[config.mk]
export PLATFORM = sky130hd
export DESIGN_NAME = reversible_deque_queue_unit
export DESIGN_NICKNAME = d
export VERILOG_FILES = /design/src/sv/rdq_pkg.sv /design/src/sv/rdq_controller.sv /design/src/sv/rdq_datapath.sv /design/src/sv/reversible_deque_queue_unit.sv
export SDC_FILE = /design/constraint.sdc
export NUM_CORES = 1
export LEC_CHECK = 0
export ABC_AREA = 1
export BUFFER_PORTS_ARGS = -buffer_cell sky130_fd_sc_hd__buf_2
export CAP_MARGIN = 20
export CORE_MARGIN = 2
export CORE_UTILIZATION = 40
export DETAILED_ROUTE_END_ITERATION = 8
export SETUP_SLACK_MARGIN = 0.1
export SLEW_MARGIN = 10
export SYNTH_ARGS = -nofsm -noshare
export SYNTH_HDL_FRONTEND = slang
export SYNTH_HIERARCHICAL = 1
export SYNTH_SLANG_ARGS = --single-unit
[constraint.sdc]
create_clock -name clock -period 3.85 [get_ports clock]
set_input_delay 0.9625 -clock clock [delete_from_list [all_inputs] [get_ports clock]]
set_output_delay 0.9625 -clock clock [all_outputs]
set_load 0.005 [all_outputs]
[src/sv/rdq_pkg.sv]
// package for the reversible deque queue unit
// request, response and controller command types, operation codes, state codes
// no dependencies
package rdq_pkg;

   localparam int DEPTH_DEFAULT = 16;
   localparam int COUNT_FIELD_W = 5;

   typedef enum logic [1:0] {
      OP_INSERT_FRONT = 2'd0,
      OP_INSERT_BACK  = 2'd1,
      OP_REMOVE_FRONT = 2'd2,
      OP_REVERSE      = 2'd3
   } op_type;

   typedef struct packed {
      op_type             operation;
      logic signed [31:0] value;
   } req_type;

   typedef struct packed {
      logic                     ok;
      logic signed [31:0]       removed_value;
      logic [COUNT_FIELD_W-1:0] count;
   } rsp_type;

   typedef struct packed {
      logic load;
      logic exec;
      logic respond;
   } cmd_type;

   typedef enum logic [2:0] {
      ST_IDLE    = 3'b001,
      ST_EXEC    = 3'b010,
      ST_RESPOND = 3'b100
   } state_type;

endpackage

[src/sv/rdq_controller.sv]
// controller state machine of the reversible deque queue unit
// sequences accept, execute and respond; depends on rdq_pkg
module rdq_controller (
   input  logic            clock,
   input  logic            reset,
   input  logic            start,
   output logic            busy,
   output rdq_pkg::cmd_type cmd
);
   import rdq_pkg::*;

   state_type state_ff;
   state_type state_in;

   always_comb begin
      state_in = state_ff;
      unique case (state_ff)
         ST_IDLE: begin
            if (start) state_in = ST_EXEC;
         end
         ST_EXEC:    state_in = ST_RESPOND;
         ST_RESPOND: state_in = ST_IDLE;
         default:    state_in = ST_IDLE;
      endcase
   end

   always_ff @(posedge clock) begin
      if (reset) begin
         state_ff <= ST_IDLE;
      end else begin
         state_ff <= state_in;
      end
   end

   assign busy        = (state_ff != ST_IDLE);
   assign cmd.load    = (state_ff == ST_IDLE) && start;
   assign cmd.exec    = (state_ff == ST_EXEC);
   assign cmd.respond = (state_ff == ST_RESPOND);

endmodule

[src/sv/rdq_datapath.sv]
// datapath of the reversible deque queue unit
// ring memory, front and back pointers, count and direction flag; depends on rdq_pkg
module rdq_datapath #(
   parameter int DEPTH = rdq_pkg::DEPTH_DEFAULT
) (
   input  logic             clock,
   input  logic             reset,
   input  rdq_pkg::cmd_type cmd,
   input  rdq_pkg::req_type req_payload,
   output rdq_pkg::rsp_type rsp_payload
);
   import rdq_pkg::*;

   localparam int PTR_W = $clog2(DEPTH);
   localparam int CNT_W = $clog2(DEPTH + 1);
   localparam logic [PTR_W-1:0] PTR_LAST = PTR_W'(DEPTH - 1);
   localparam logic [CNT_W-1:0] CNT_FULL = CNT_W'(DEPTH);

   logic signed [31:0] mem [DEPTH];

   req_type            req_ff;
   logic [PTR_W-1:0]   front_ff, front_in;
   logic [PTR_W-1:0]   back_ff, back_in;
   logic [CNT_W-1:0]   count_ff, count_in;
   logic               rev_ff, rev_in;
   logic               ok_ff, ok_in;
   logic               take_ff, take_in;
   logic signed [31:0] rd_ff;

   logic               wr_en, rd_en;
   logic [PTR_W-1:0]   wr_addr, rd_addr;
   logic [PTR_W-1:0]   front_dec, front_inc, back_dec, back_inc;
   logic               full, empty, go_low;
   logic [CNT_W+COUNT_FIELD_W-1:0] count_ext;

   assign front_dec = (front_ff == '0) ? PTR_LAST : front_ff - PTR_W'(1);
   assign front_inc = (front_ff == PTR_LAST) ? '0 : front_ff + PTR_W'(1);
   assign back_dec  = (back_ff == '0) ? PTR_LAST : back_ff - PTR_W'(1);
   assign back_inc  = (back_ff == PTR_LAST) ? '0 : back_ff + PTR_W'(1);
   assign full      = (count_ff == CNT_FULL);
   assign empty     = (count_ff == '0);
   assign go_low    = (req_ff.operation == OP_INSERT_FRONT) ^ rev_ff;

   always_comb begin
      front_in = front_ff;
      back_in  = back_ff;
      count_in = count_ff;
      rev_in   = rev_ff;
      ok_in    = ok_ff;
      take_in  = take_ff;
      wr_en    = 1'b0;
      rd_en    = 1'b0;
      wr_addr  = back_ff;
      rd_addr  = front_ff;
      if (cmd.exec) begin
         ok_in   = 1'b1;
         take_in = 1'b0;
         unique case (req_ff.operation)
            OP_INSERT_FRONT, OP_INSERT_BACK: begin
               if (full) begin
                  ok_in = 1'b0;
               end else begin
                  wr_en    = 1'b1;
                  count_in = count_ff + CNT_W'(1);
                  if (go_low) begin
                     wr_addr  = front_dec;
                     front_in = front_dec;
                  end else begin
                     wr_addr = back_ff;
                     back_in = back_inc;
                  end
               end
            end
            OP_REMOVE_FRONT: begin
               if (empty) begin
                  ok_in = 1'b0;
               end else begin
                  rd_en    = 1'b1;
                  take_in  = 1'b1;
                  count_in = count_ff - CNT_W'(1);
                  if (rev_ff) begin
                     rd_addr = back_dec;
                     back_in = back_dec;
                  end else begin
                     rd_addr  = front_ff;
                     front_in = front_inc;
                  end
               end
            end
            OP_REVERSE: begin
               if (count_ff > CNT_W'(1)) rev_in = ~rev_ff;
            end
            default: ok_in = 1'b0;
         endcase
      end
   end

   always_ff @(posedge clock) begin
      if (reset) begin
         front_ff <= '0;
         back_ff  <= '0;
         count_ff <= '0;
         rev_ff   <= 1'b0;
      end else begin
         front_ff <= front_in;
         back_ff  <= back_in;
         count_ff <= count_in;
         rev_ff   <= rev_in;
      end
   end

   always_ff @(posedge clock) begin
      if (cmd.load) req_ff <= req_payload;
      ok_ff   <= ok_in;
      take_ff <= take_in;
   end

   always_ff @(posedge clock) begin
      if (wr_en) mem[wr_addr] <= req_ff.value;
      if (rd_en) rd_ff <= mem[rd_addr];
   end

   assign count_ext = {{COUNT_FIELD_W{1'b0}}, count_ff};

   assign rsp_payload.ok            = ok_ff;
   assign rsp_payload.removed_value = take_ff ? rd_ff : 32'sd0;
   assign rsp_payload.count         = count_ext[COUNT_FIELD_W-1:0];

endmodule

[src/sv/reversible_deque_queue_unit.sv]
// Reversible bounded queue of signed 32-bit words held in a ring memory of DEPTH
// entries. Each request (insert front, insert back, remove front, reverse) is
// accepted when start is high and busy is low, and passes through an accept step,
// an execute step in which the controller has the datapath update the pointers,
// the count and the direction flag and access the ring memory port, and a result
// step in which the result is shown for a single cycle with rsp_valid high. busy
// is high from the cycle after acceptance to the end of that result step, so no
// new request is accepted before the result of the last one has been shown. The
// receiver cannot stall: every result must be taken in the cycle that rsp_valid
// marks. The count field carries the entry count modulo 32.
// top level; depends on rdq_pkg, rdq_controller and rdq_datapath
module reversible_deque_queue_unit #(
   parameter int DEPTH = rdq_pkg::DEPTH_DEFAULT
) (
   input  logic             clock,
   input  logic             reset,
   input  logic             start,
   output logic             busy,
   input  rdq_pkg::req_type req_payload,
   output logic             rsp_valid,
   output rdq_pkg::rsp_type rsp_payload
);
   import rdq_pkg::*;

   cmd_type cmd;

   rdq_controller u_controller (
      .clock (clock),
      .reset (reset),
      .start (start),
      .busy  (busy),
      .cmd   (cmd)
   );

   rdq_datapath #(
      .DEPTH (DEPTH)
   ) u_datapath (
      .clock       (clock),
      .reset       (reset),
      .cmd         (cmd),
      .req_payload (req_payload),
      .rsp_payload (rsp_payload)
   );

   assign rsp_valid = cmd.respond;

`ifndef SYNTHESIS
   a_result_follows: assert property (@(posedge clock) disable iff (reset)
      (start && !busy) |=> ##1 rsp_valid)
      else $error("no result two cycles after transfer");

   a_no_accept_while_responding: assert property (@(posedge clock) disable iff (reset)
      rsp_valid |-> busy)
      else $error("result shown while idle");

   a_removed_only_on_success: assert property (@(posedge clock) disable iff (reset)
      (rsp_valid && (rsp_payload.removed_value != 32'sd0)) |-> rsp_payload.ok)
      else $error("removed value on failed request");
`endif

endmodule

==> impl_summary.log, run 1 <==
INFO  metric synth-seq-cells = 597
INFO  metric core-area = 0.06435 mm^2
INFO  metric synth.cell_area = 0.02602 mm^2
INFO  metric cts_max_level = 3
INFO  metric final_hold_viol_count = 0
INFO  metric final_max_slew_viol_count = 0
INFO  metric io_buffer_count = 76
INFO  metric worst_slew_margin_rel = 0.2367
INFO  metric cts-root-buf = sky130_fd_sc_hd__clkbuf_16
INFO  metric post-route-period-util = 0.8383
INFO  metric hpwl = 35210 um
INFO  metric route.detailed.wl_per_inst = 19.65 um
INFO  metric grt_max_degree = 225
INFO  metric yosysTopAreaCellShare = 0.6694
INFO  metric synth_top_cells_by_area = sky130_fd_sc_hd__edfxtp_1 67%, sky130_fd_sc_hd__nand3_1 10%, sky130_fd_sc_hd__inv_1 6.1%
INFO  metric post_layout_nonfiller_instances = 3318
INFO  metric grt_overflow_total = 0
INFO  metric post_cts_resized = 0
INFO  metric sequential_cell_area = 0.01776 mm^2
INFO  metric vdd_ir_drop_max = 0.3174 mV
INFO  metric static-leakage-power = 11.75 nW
INFO  metric die_area = 0.06710 mm^2
INFO  metric number_of_max_capacitance_violations_reported = 0
INFO  metric detail_route.drc_violations = 0
INFO  metric synth.lib_cells_used.distinct = 34
INFO  metric synth.yosys.seq_area_share = 0.6825
INFO  metric synth.avg_cell_area = 11.05 um^2
INFO  metric final_core_utilization = 0.4596
INFO  metric antenna_found_initial = 0
INFO  metric post_cts_hold_buffer_count = 0
INFO  metric timing.clock.skew = 0.02825 ns
INFO  metric top_level_ports = 77
INFO  metric outcome = finished clean
INFO  metric cp-end-kind = register
INFO  metric first_iter_violations = 1606
INFO  metric placementRows = 93
INFO  metric worst_skew_pair.late_latency = 0.61 ns
INFO  metric critPathKind = register to register
INFO  metric combined_area_of_the_multi_input_logic_cells = 0.006195 mm^2
INFO  metric width_of_the_chip = 259.0 um
INFO  metric final_critical_period = 3.228 ns
INFO  metric grt_setup_unrepaired = false
INFO  metric cts_tree = built
INFO  metric dpl.cell_count = 3198
INFO  metric crit_fanout = 32
INFO  metric timing.hold.worst.class = register to register
INFO  metric worst_ep_arrival_time = 3.46 ns
INFO  metric vias_in_the_first_global_route = 17380
INFO  metric initial_utilization = 0.4043
INFO  metric antennaDiodeCount = 0
INFO  metric reg2reg_slack = 0.62 ns
INFO  metric timing.final.setup_violations = 0
INFO  metric die_span_y = 259.0 um
INFO  metric postSynthNetCount = 2400
INFO  metric synth.yosys.warnings = 6
INFO  metric vias_per_cell = 5.175
INFO  metric area_overhead_of_the_layout_relative_to_synthesis = 13.66%
INFO  metric drive_gt1_frac = 0.1043
INFO  metric final_antenna_net_count = 0
INFO  metric crit_path_start_kind = register
INFO  metric synth_top_area_cell = sky130_fd_sc_hd__edfxtp_1
INFO  metric worst-slew-pin-transition = 1.145 ns
INFO  metric totalWireLength = 65190 um
INFO  metric gr_util_all_layers = 0.1951
INFO  metric clock_path_buffers = 3
INFO  metric required = 4.08 ns
INFO  metric max_clock_freq = 309.8 MHz
INFO  metric clock-sinks = 597
INFO  metric synthCells = 2355
INFO  metric tritoncts.num_buffers = 66
INFO  metric drt_first_pass_iters = 6
INFO  metric post-cts-setup-buffers = 0
INFO  metric finish.net_count = 2456
INFO  metric cts.reportedPaths.clkPinSlew = 0.06 ns
INFO  metric fin_tns_setup = 0 ns
INFO  metric fill_cells = 5780
INFO  metric grt_pass1_wl = 100200 um
INFO  metric vias = 17170
INFO  metric power.density_cell_area = 457.4 mW/mm^2
INFO  metric place.gp.congestion = 0.7963
## synth_stat cells (all sizes together)
cell type    n
a31oi        1
ha           8
o22ai        1
xnor2        3
nand3      533
nand3b     160
a21oi       16
and3         1
xor2         4
nand4        1
inv        429
nand2      401
nor3         4
nor2        30
clkbuf      32
o21a         1
o21bai       1
buf        102
o31ai        1
dfxtp       17
o2111ai      1
edfxtp     580
o21ai       28
## layer usage
metal,share of wire,vias up,GRT usage
li1,-,8047,-
met1,0.43,8413,0.2604
met2,0.48,610,0.3200
met3,0.069,102,0.03593
met4,0.024,0,0.06888
met5,0,-,0
## state kept, by name, indices dropped and copies added, names as in the netlist
name                   count
u_controller/state_ff      3
u_datapath/front_ff        4
u_datapath/count_ff        5
u_datapath/take_ff         1
u_datapath/req_ff         34
u_datapath/mem           512
u_datapath/back_ff         4
u_datapath/rev_ff          1
u_datapath/ok_ff           1
u_datapath/rd_ff          32
## worst paths after layout
path	depth (start not counted)	startpoint	to
setup / recovery	12	u_controller/state_ff[0]	u_datapath/mem[8][16]
setup reg to reg	12	u_controller/state_ff[0]	u_datapath/mem[8][16]
hold reg to reg	2	u_datapath/count_ff[1]	u_datapath/count_ff[1]
hold / removal	2	u_datapath/count_ff[1]	u_datapath/count_ff[1]
## cells by family (layout without fill, tap and decap cells)
group / Yosys count / in the layout / share of synthesized area
xor+xnor: 7 / 7 / 0.002356
simple gates: 1130 / 1130 / 0.2139
buf+inv: 563 / 671 / 0.08723
fa+ha+maj: 8 / 8 / 0.003847
flops: 597 / 597 / 0.6825
compound gates: 50 / 50 / 0.01015
## placed cells by master, fill, tap and decap left out, drive strengths merged
master   count
bufinv       1
o21a         1
nand4        1
clkinv      34
edfxtp     580
inv        432
buf        122
a21oi       16
o2111ai      1
nand3      533
and3         1
nor2        30
xor2         4
nand3b     160
ha           8
o21ai       28
a31oi        1
nor3         4
o21bai       1
xnor2        3
o31ai        1
dfxtp       17
clkbuf      82
nand2      401
o22ai        1
## through the flow
stage | cell area, um^2 | setup slack [ns] | total power, mW | hold WS (ns)
after floorplan | 26020 | 0.3870 | 7.600 | 0.4842
after global routing | 29570 | 0.2622 | 13.95 | 0.5031
after detailed placement | 27560 | 0.6597 | 7.787 | 0.5109
final | 29570 | 0.6224 | 13.53 | 0.5101
after global placement | 27540 | 0.7786 | 7.776 | 0.4999
after CTS | 29570 | 0.6459 | 13.68 | 0.4889
## report_power, final
part	internal [mW]	switching, mW	leakage, nW	total [mW]
sequential	7.22	0.134	5.37	7.35
clock	3.34	2.53	1.01	5.88
combinational	0.0938	0.202	5.37	0.296
## cell type report
cell class / instances / area share
Multi-Input combinational cell: 1195 / 0.2095
Clock inverter: 38 / 0.008462
Inverter: 429 / 0.05445
Timing Repair Buffer: 122 / 0.03131
Clock buffer: 82 / 0.05966
Tap cell: 855 / 0.03618
Sequential cell: 597 / 0.6005
## critical path, cell delays in order, from the launching register on
cell,delay [ns]
sky130_fd_sc_hd__dfxtp_1,0.33
sky130_fd_sc_hd__inv_1,0.08
sky130_fd_sc_hd__nand3_1,0.11
sky130_fd_sc_hd__inv_1,0.21
sky130_fd_sc_hd__inv_1,0.13
sky130_fd_sc_hd__nor2_1,0.10
sky130_fd_sc_hd__nand2_1,0.09
sky130_fd_sc_hd__inv_2,0.12
sky130_fd_sc_hd__nand2_1,0.16
sky130_fd_sc_hd__o21ai_0,0.55
sky130_fd_sc_hd__nand3_1,0.34
sky130_fd_sc_hd__nor2_4,0.17
sky130_fd_sc_hd__buf_4,0.45
No activity file was read; power rests on OpenSTA's default activity.
==> inputs of run 2 (changes only) <==
Clock period 3.85 ns to 2.65 ns, I/O delays scaled along.
==> run 2 against run 1 <==
First-iteration DRC count shrank 2.9%; critical path depth is the same; clock-buffer cell count shrank 3; flip-flop and latch count is the same; hold slack lost 0.29 ns; utilization grew 2.1 points; clock skew grew 0.0078 ns; power grew 49%; non-clock buffer count grew 63; die area is the same; sequential power grew 46%; worst setup slack lost 0.40 ns; critical path type unchanged; largest cell class unchanged; highest routed layer unchanged.
==> impl_summary.log, run 2 (synthesis gave the netlist of run 1 again) <==
INFO  metric outcome = finished clean
INFO  metric dp_worst_setup_slack = 0.04914 ns (-0.6106 ns)
INFO  metric power.total = 20.11 mW (+49%)
INFO  metric vias_in_the_first_global_route = 17520 (+0.85%)
INFO  metric p_seq_frac = 0.530 (-0.014)
INFO  metric critPathKind = register to register
INFO  metric slowest_stage_cell_crit_path = sky130_fd_sc_hd__dfxtp_1
INFO  metric cts_tree = built
INFO  metric grt_setup_unrepaired = true
INFO  metric drt_first_pass_iters = 7 (+1)
INFO  metric finish.net_count = 2520 (+2.6%)
INFO  metric p_comb_frac = 0.024 (+0.002)
INFO  metric critical-path-max-stage-delay = 0.42 ns (-0.13 ns)
INFO  metric cts.reportedPaths.clkPinSlew = 0.06 ns (about the same)
INFO  metric cts-root-buf = sky130_fd_sc_hd__clkbuf_16
INFO  metric timing.final.setup_violations = 0 (unchanged)
INFO  metric number_of_max_capacitance_violations_reported = 0 (unchanged)
INFO  metric route.detailed.wl_per_inst = 20.82 um (+6.0%)
INFO  metric clock_path_buffers = 3 (unchanged)
INFO  metric initial_utilization = 0.4043 (unchanged)
INFO  metric end_of_the_worst_hold_path = u_datapath/req_ff[28]
INFO  metric static-leakage-power = 12.34 nW (+5.0%)
INFO  metric hpwl = 37010 um (+5.1%)
INFO  metric cts_max_level = 3 (unchanged)
INFO  metric dpl_cell_area = 0.02816 mm^2 (+2.2%)
INFO  metric first_iter_violations = 1560 (-2.9%)
INFO  metric die_span_y = 259.0 um (unchanged)
INFO  metric p_switching = 4.205 mW (+47%)
INFO  metric crit_fanout = 44 (+38%)
INFO  metric totalWireLength = 70380 um (+8.0%)
INFO  metric hold_path.startpoint = req_payload[28]
INFO  metric vias = 17540 (+2.1%)
INFO  metric final_common_cell = sky130_fd_sc_hd__edfxtp_1
INFO  metric gr_util_all_layers = 0.2034 (+0.008323)
INFO  metric worst_slew_margin_rel = 0.5616 (+0.3249)
INFO  metric placementRows = 93 (unchanged)
INFO  metric worst-slew-pin-transition = 0.6576 ns (-0.4874 ns)
INFO  metric max_clock_freq = 412.1 MHz (+33%)
INFO  metric most-common-layout-cells = 580 x sky130_fd_sc_hd__edfxtp_1, 528 x sky130_fd_sc_hd__nand3_1, 422 x sky130_fd_sc_hd__inv_1, 391 x sky130_fd_sc_hd__nand2_1, 160 x sky130_fd_sc_hd__nand3b_1
INFO  metric netSwitchingFraction = 0.2091 (-0.003140)
INFO  metric post-route-period-util = 0.9157 (+0.07740)
INFO  metric final_hold_viol_count = 0 (unchanged)
INFO  metric share_clk_of_total_power = 0.446 (+0.011)
INFO  metric tritoncts.num_buffers = 67 (+1.5%)
INFO  metric grt_max_degree = 98 (-56%)
INFO  metric reg2reg_slack = 0.22 ns (-0.40 ns)
INFO  metric die_area = 0.06710 mm^2 (unchanged)
INFO  metric worst_hold_slack = 0.2227 ns (-0.2874 ns)
INFO  metric vias_per_cell = 5.188 (+0.25%)
INFO  metric vdd_ir_drop_max = 0.5750 mV (+81%)
INFO  metric top_level_ports = 77 (unchanged)
INFO  metric final_max_slew_viol_count = 0 (unchanged)
INFO  metric io_buffer_count = 76 (unchanged)
INFO  metric width_of_the_chip = 259.0 um (unchanged)
INFO  metric detail_route.drc_violations = 0 (unchanged)
INFO  metric final_critical_period = 2.427 ns (-0.8009 ns)
INFO  metric area_overhead_of_the_layout_relative_to_synthesis = 18.93%
INFO  metric power.density_cell_area = 650.0 mW/mm^2 (+42%)
INFO  metric antennaDiodeCount = 0 (unchanged)
INFO  metric timing.clock.skew = 0.03610 ns (+0.007844 ns)
INFO  metric post_cts_hold_buffer_count = 0 (unchanged)
INFO  metric antenna_found_initial = 0 (unchanged)
INFO  metric grt_pass1_wl = 103700 um (+3.4%)
INFO  metric fin_ws = 0.2233 ns (-0.3991 ns)
INFO  metric timing.hold.worst.class = primary input to register
INFO  metric largest_register_ffs = 512 (unchanged)
INFO  metric core-area = 0.06435 mm^2 (unchanged)
INFO  metric largest-register = u_datapath/mem
INFO  metric internal-power = 15.91 mW (+49%)
INFO  metric crit_path_start_kind = register
INFO  metric worst_r2r_path_depth = 12 (unchanged)
INFO  metric final_antenna_net_count = 0 (unchanged)
INFO  metric cp_cell_sequence = inv_1 -> ha_1 -> nand2_1 -> nand2_1 -> nand3_4 -> buf_6 -> buf_12 -> nand3b_1 -> nand3_1 -> nand3_1 -> nand3_1 -> nand2_1
INFO  metric layout.cell_area.non_filler = 0.03094 mm^2 (+4.6%)
INFO  metric clock-sinks = 597 (unchanged)
INFO  metric drive_gt1_frac = 0.1315 (+0.02714)
INFO  metric crit-reg2reg-launch = u_datapath/back_ff[0]
INFO  metric place.gp.congestion = 0.7982 (+0.24%)
INFO  metric largest_registers = u_datapath/mem x512, u_datapath/req_ff x34, u_datapath/rd_ff x32
INFO  metric hold_path_depth = 1 (-1)
INFO  metric reg2reg_to = u_datapath/rd_ff[9]
INFO  metric worst_skew_pair.late_latency = 0.61 ns (about the same)
INFO  metric grt_overflow_total = 0 (unchanged)
INFO  metric cp-end-kind = register
INFO  metric required = 2.99 ns (-1.09 ns)
INFO  metric worst_ep_arrival_time = 2.77 ns (-0.69 ns)
-- run 2: changes by cell type in the layout (fill, tap and decap cells not counted), moves of 4 or more --
cell	delta
sky130_fd_sc_hd__clkinv_1	+5
sky130_fd_sc_hd__clkinvlp_4	+4
sky130_fd_sc_hd__nand2_1	-6
sky130_fd_sc_hd__o21ai_0	-4
sky130_fd_sc_hd__bufinv_16	+4
sky130_fd_sc_hd__buf_6	+17
sky130_fd_sc_hd__buf_12	+26
sky130_fd_sc_hd__clkbuf_16	+13
sky130_fd_sc_hd__buf_16	+4
sky130_fd_sc_hd__clkinv_2	-10
sky130_fd_sc_hd__nand2_2	+4
-- run 2: area by class of cell --
type	instances	area (um^2)
fill	5700	33400
tap	855	1070
clock buffer	79	1764
multi-input combinational	1195	6280
inverter	429	1610
timing repair buffer	185	2111
sequential	597	17760
clock inverter	40	352.8
-- run 2: worst max path at each step --
| stage | startpoint | to | slack (ns) | depth (start not counted) |
|---|---|---|---|---|
| 3_3_place_gp | u_datapath/count_ff[0] | u_datapath/mem[14][25] | 0.09 | 12 |
| 6_report | u_datapath/back_ff[0] | u_datapath/rd_ff[9] | 0.22 | 12 |
| 3_5_place_dp | u_controller/state_ff[0] | u_datapath/rd_ff[30] | 0.05 | 13 |
| 5_1_grt | u_datapath/back_ff[0] | u_datapath/rd_ff[30] | 0.09 | 12 |
| 2_1_floorplan | u_datapath/count_ff[0] | u_datapath/mem[11][0] | -0.18 | 9 |
| 4_1_cts | u_datapath/back_ff[0] | u_datapath/rd_ff[30] | 0.08 | 12 |
-- run 2: worst max-delay path, delay by kind of cell, from the launching register on --
| kind | cells | cell delay, ns |
|---|---|---|
| flip-flops | 1 | 0.42 |
| AND/OR/NAND/NOR | 8 | 0.87 |
| adder cells (fa/ha/maj) | 1 | 0.26 |
| buffers and inverters | 3 | 0.59 |
-- run 2: metal layers --
metal  track usage  share of wire  vias to the layer above
li1              -              -                     8197
met3       0.03408          0.067                      104
met4       0.06503          0.023                        0
met2        0.3367           0.48                      571
met1        0.2738           0.43                     8665
met5             0              0                        -
-- run 2: stage by stage --
step / std cells / TNS (ns) / utilization
global route: 3380 / 0 / 0.4809
floorplan: 2355 / -10.92 / -
finish: 3380 / 0 / 0.4809
global placement: 3234 / 0 / 0.4377
CTS: 3357 / 0 / 0.4718
detailed placement: 3234 / 0 / 0.4377
-- run 2: what timing repair did --
action                                  in CTS  in global routing
resized for setup                            6                 34
pin swaps                                    1                  6
setup buffers                                3                  8
endpoints found under the setup margin      96                522
hold endpoints to repair                     0                  0
cloned                                       1                 15
-- run 2: power by group through the flow --
| stage | Clock [mW] | Combinational, mW | Sequential [mW] |
|---|---|---|---|
| 2_1_floorplan | 0 | 0.270 | 10.8 |
| 3_3_place_gp | 0 | 0.446 | 10.9 |
| 3_5_place_dp | 0 | 0.455 | 10.9 |
| 4_1_cts | 9.17 | 0.463 | 10.7 |
| 5_1_grt | 9.53 | 0.526 | 10.7 |
| 6_report | 8.98 | 0.475 | 10.7 |
